### config.mk
export PLATFORM = sky130hd
export DESIGN_NAME = mbt_ctrl
export DESIGN_NICKNAME = d
export VERILOG_FILES = /design/src/hw/rtl/mbt_pkg.sv /design/src/hw/rtl/mbt_ctrl.sv
export SDC_FILE = /design/constraint.sdc
export NUM_CORES = 1
export LEC_CHECK = 0
export BUFFER_PORTS_ARGS = -buffer_cell sky130_fd_sc_hd__buf_2
export CAP_MARGIN = 10
export CORE_AREA = 2 2 39 41
export CTS_BUF_LIST = sky130_fd_sc_hd__clkbuf_4
export DETAILED_ROUTE_END_ITERATION = 8
export DIE_AREA = 0 0 41 43
export MAX_ROUTING_LAYER = met4
export PLACE_DENSITY = 0.42
export SYNTH_ARGS = -nofsm -noshare
export SYNTH_HDL_FRONTEND = slang
export SYNTH_SLANG_ARGS = --single-unit
### constraint.sdc
create_clock -name clk_i -period 1.35 [get_ports clk_i]
set_clock_uncertainty 0.2 [all_clocks]
set_input_delay 0 -clock clk_i [delete_from_list [all_inputs] [get_ports clk_i]]
set_output_delay 0 -clock clk_i [all_outputs]
set_load 0.02 [all_outputs]
### src/hw/rtl/mbt_pkg.sv
`timescale 1ns / 1ps
// ----------------------------------------------------------------------------
// Mandelbrot escape-time package
// Shared widths, constants, configuration codes, control types and the
// saturating clamp used by the coordinate mapping and the iteration update.
// ----------------------------------------------------------------------------
package mbt_pkg;

  localparam int unsigned ValueWidth   = 32;
  localparam int unsigned FracBits     = 28;
  localparam int unsigned PixelBits    = 12;
  localparam int unsigned StepWidth    = 31;
  localparam int unsigned IterWidth    = 16;
  localparam int unsigned CfgDataWidth = 32;
  localparam int unsigned ProdWidth    = StepWidth + PixelBits;
  localparam int unsigned MapWidth     = ProdWidth + 2;
  localparam int unsigned OpWidth      = FracBits + 2;
  localparam int unsigned SqWidth      = 2 * OpWidth;

  typedef logic signed [ValueWidth-1:0] value_t;
  typedef logic signed [MapWidth-1:0]   wide_t;

  typedef enum logic [1:0] {
    CfgPixelStep  = 2'd0,
    CfgOriginReal = 2'd1,
    CfgOriginImag = 2'd2,
    CfgMaxIter    = 2'd3
  } cfg_idx_e;

  localparam logic [StepWidth-1:0] PixelStepReset  = StepWidth'(559241);
  localparam value_t               OriginRealReset = ValueWidth'(-671088640);
  localparam value_t               OriginImagReset = ValueWidth'(-301989888);
  localparam logic [IterWidth-1:0] MaxIterReset    = IterWidth'(100);

  localparam value_t ValueMax = {1'b0, {(ValueWidth-1){1'b1}}};
  localparam value_t ValueMin = {1'b1, {(ValueWidth-1){1'b0}}};
  localparam value_t TwoPos   = value_t'(1) <<< (FracBits + 1);
  localparam value_t TwoNeg   = -TwoPos;
  localparam logic signed [SqWidth:0] FourSq = (SqWidth+1)'(1) <<< (2 * FracBits + 2);

  typedef struct packed {
    logic capture;
    logic map;
    logic init;
    logic mul;
    logic upd;
    logic emit;
  } mbt_cmd_t;

  typedef struct packed {
    logic escape;
  } mbt_status_t;

  function automatic value_t sat_value(input wide_t a);
    wide_t hi;
    wide_t lo;
    hi = {{(MapWidth-ValueWidth){1'b0}}, ValueMax};
    lo = {{(MapWidth-ValueWidth){1'b1}}, ValueMin};
    if (a > hi) begin
      return ValueMax;
    end else if (a < lo) begin
      return ValueMin;
    end
    return a[ValueWidth-1:0];
  endfunction

endpackage

### src/hw/rtl/mbt_ctrl.sv
`timescale 1ns / 1ps
// ----------------------------------------------------------------------------
// Mandelbrot escape-time controller
// Sequences capture, mapping, multiply and update steps for one pixel and
// owns the result valid flag.
// ----------------------------------------------------------------------------
module mbt_ctrl (
  input  logic                 clk_i,
  input  logic                 rst_ni,
  input  logic                 in_valid_i,
  output logic                 in_ready_o,
  output logic                 out_valid_o,
  input  logic                 out_ready_i,
  input  mbt_pkg::mbt_status_t status_i,
  output mbt_pkg::mbt_cmd_t    cmd_o
);
  import mbt_pkg::*;

  typedef enum logic [2:0] {
    StIdle,
    StMap,
    StInit,
    StMul,
    StUpd,
    StDone
  } state_e;

  state_e state_q;
  logic   out_valid_q;
  logic   space;

  assign space      = !out_valid_q || out_ready_i;
  assign in_ready_o = (state_q == StIdle);
  assign out_valid_o = out_valid_q;

  always_comb begin
    cmd_o         = '0;
    cmd_o.capture = (state_q == StIdle) && in_valid_i;
    cmd_o.map     = (state_q == StMap);
    cmd_o.init    = (state_q == StInit);
    cmd_o.mul     = (state_q == StMul);
    cmd_o.upd     = (state_q == StUpd);
    cmd_o.emit    = (((state_q == StUpd) && status_i.escape) || (state_q == StDone)) && space;
  end

  always_ff @(posedge clk_i or negedge rst_ni) begin
    if (!rst_ni) begin
      state_q     <= StIdle;
      out_valid_q <= 1'b0;
    end else begin
      if (cmd_o.emit) begin
        out_valid_q <= 1'b1;
      end else if (out_ready_i) begin
        out_valid_q <= 1'b0;
      end
      case (state_q)
        StIdle: begin
          if (in_valid_i) state_q <= StMap;
        end
        StMap:  state_q <= StInit;
        StInit: state_q <= StMul;
        StMul:  state_q <= StUpd;
        StUpd: begin
          if (status_i.escape) begin
            state_q <= space ? StIdle : StDone;
          end else begin
            state_q <= StMul;
          end
        end
        StDone: begin
          if (space) state_q <= StIdle;
        end
        default: state_q <= StIdle;
      endcase
    end
  end

endmodule

==> flow_summary.ini <==
[drt]
first_pass_iters = 1
ant_nets = 0
viasPerCell = 4.00
drt_iter0_markers = 0
wl_um = 566
dr_total_vias = 268
drc = 0
drt-wirelength-per-cell_um = 8.45

[floorplanning]
dieArea_mm2 = 0.00176
start_util = 0.177
core_mm2 = 0.00138
boundaryPins = 13
die_w_um = 41
placementRows = 14
die_height_um = 43

[power]
power.density_mw_per_mm2 = 2430
power.leakage_nw = 0.240
total_power_mw = 1.22
worst_ir_drop_vdd_mv = 1.18

[yosys]
synthCells = 26
synth_cell_types = 16
synth_area_um2 = 245
syn_avg_cell_area_um2 = 9.43
synth_seq_area_share = 0.408
synth_top_area_frac = 0.408
synth_area_leaders = dfrtp_1 41%, nor2_1 7.7%, o32ai_1 7.1%
synth_largest_area_cell = dfrtp_1
yosysWarnings = 0
synthesis.nets = 31
synth-seq-cells = 4

[hold_path]
worstHoldPathType = input pin to flop
hold_depth = 3

[placement]
place_ws_ns = 0.0641
hpwlAfterDp_um = 411
placed_cell_area_um2 = 362
portBuffers = 12
gp_congestion = 0.609

[clocking]
numCtsBuffers = 3
cts-root-buf = clkbuf_4
h-tree-depth = 1
cts_buffer_depth = 2
cts_tree = yes
cts.clk_slew.worst_paths_ns = 0.04
insertion_delay_ns = 0.23
cts.sinks = 4

[timing]
hold_violations = 0
fin_hold_ws_ns = 0.322
finalSetupViolCount = 2
relSlewSlack = 0.826
rsz0062_at_grt = yes
maxSlewViolCount = 0
worst_slack_ns = -0.0548
worstMarginPinSlew_ns = 0.260
finalCriticalPeriod_ns = 1.40
period_share = 1.04
clock.fmax_mhz = 712

[global_routing]
overflow = 0
grt_pass1_wl_um = 986
antenna_found_initial = 0
grt_pass1_vias = 258
grt_usage = 0.0890
grt_max_degree = 7

[setup_path]
r2r_cells = 4
critical_path.slowest_cell = dfrtp_1
crit_fanout = 4
crit_chain = nand2b_4, or2_4, nor2_4, buf_6
end_kind = output pin
critPathMaxStageDelay_ns = 0.38
crit_arrival_ns = 1.20
crit_path_start_kind = flop
path_class = flop to output pin
cp.required_ns = 1.15

[run]
cap_violations = 0

[layout]
multi_input_area_um2 = 164
filler_cell_count = 145
seq_area_um2 = 103
final_cell_area_um2 = 503
final_util = 0.363
drive_above_1_share = 0.647
synthToLayoutAreaGrowth_pct = 105
antennaDiodeCount = 0
nets = 58

[status]
status = finished with violations
failed_checks = negative setup slack
-- final timing paths --
check / start / endpoint / slack, ns
max: state_q[1] / cmd_o[0] / -0.05
min: status_i / state_q[1] / 0.32
max reg2reg: state_q[1] / state_q[2] / 0.07
min reg2reg: state_q[0] / state_q[0] / 0.34
max in group asynchronous: rst_ni / state_q[2] / 0.31
min in group asynchronous: rst_ni / state_q[1] / 0.46
-- layout by cell type, fill, tap and decap left out --
cell type and n:
buf_2 7, buf_4 7, dlygate4sd3_1 5, buf_6 5
nor2_1 4, clkbuf_4 3, nor3b_2 2, nand2_1 2
o32ai_1 2, dfrtp_1 2, dfrtp_2 2, nor3_4 1
nand2b_4 1, nor2_2 1, nor2b_1 1, or2_4 1
nor2_4 1, and2_4 1, xnor2_1 1, nand2b_1 1
o22ai_2 1
-- cell usage after synthesis --
| master | instances |
|---|---|
| nor3_1 | 1 |
| o22ai_2 | 1 |
| nand2b_1 | 1 |
| buf_4 | 1 |
| nor3b_1 | 2 |
| nand2b_4 | 1 |
| dfrtp_1 | 4 |
| buf_2 | 1 |
| xnor2_1 | 1 |
| or2_4 | 1 |
| nor2b_1 | 1 |
| o32ai_1 | 2 |
| nor2_2 | 1 |
| nor2_1 | 5 |
| and2_1 | 1 |
| nand2_1 | 2 |
-- cells by family after synthesis --
| kind of cell | after synthesis | synth area share |
|---|---|---|
| XOR/XNOR | 1 | 0.0357 |
| buffers and inverters | 2 | 0.0510 |
| AND/OR/NAND/NOR | 16 | 0.383 |
| AO/OA/AOI/OAI | 3 | 0.122 |
| flip-flops | 4 | 0.408 |
-- through the flow --
stage / TNS (ns) / instances
final: -0.0714 / 67
after CTS: -0.103 / 67
after floorplan: 0 / 26
after global placement: 0 / 57
after detailed placement: 0 / 57
after global routing: -0.212 / 67
-- critical path, delay by kind of cell, from the launching register on --
family	cells	cell delay, ns
flip-flops	1	0.38
AND/OR/NAND/NOR	3	0.48
buffers and inverters	1	0.11
-- sequential cells by signal (all words and copies together), names as in the netlist --
signal and flops:
out_valid_o 1, state_q 3
-- final cells by class --
class	instances	area share
multi-input combinational	20	0.326
timing repair buffer	24	0.386
clock buffer	3	0.0448
tap	16	0.0398
sequential	4	0.204
-- power breakdown --
| part | internal [mW] | switching (mW) |
|---|---|---|
| clock | 0.0990 | 0.0441 |
| sequential | 0.186 | 0.0746 |
| combinational | 0.441 | 0.379 |
-- metal layers --
metal / part of all wire / vias to the layer above / GRT usage
met5: 0 / - / -
met4: 0 / 0 / 0.0400
met3: 0.11 / 0 / 0.0628
met2: 0.43 / 13 / 0.106
met1: 0.46 / 116 / 0.111
li1: - / 139 / -
-- timing repair --
item                       in CTS  in global routing
setup endpoints to repair       5                  6
pin swaps                       2                  2
hold buffers                    5                  0
resized for setup              10                  7
setup buffers                   2                  0
hold endpoints to repair        8                  0
Power figures use the tool's default switching activity.
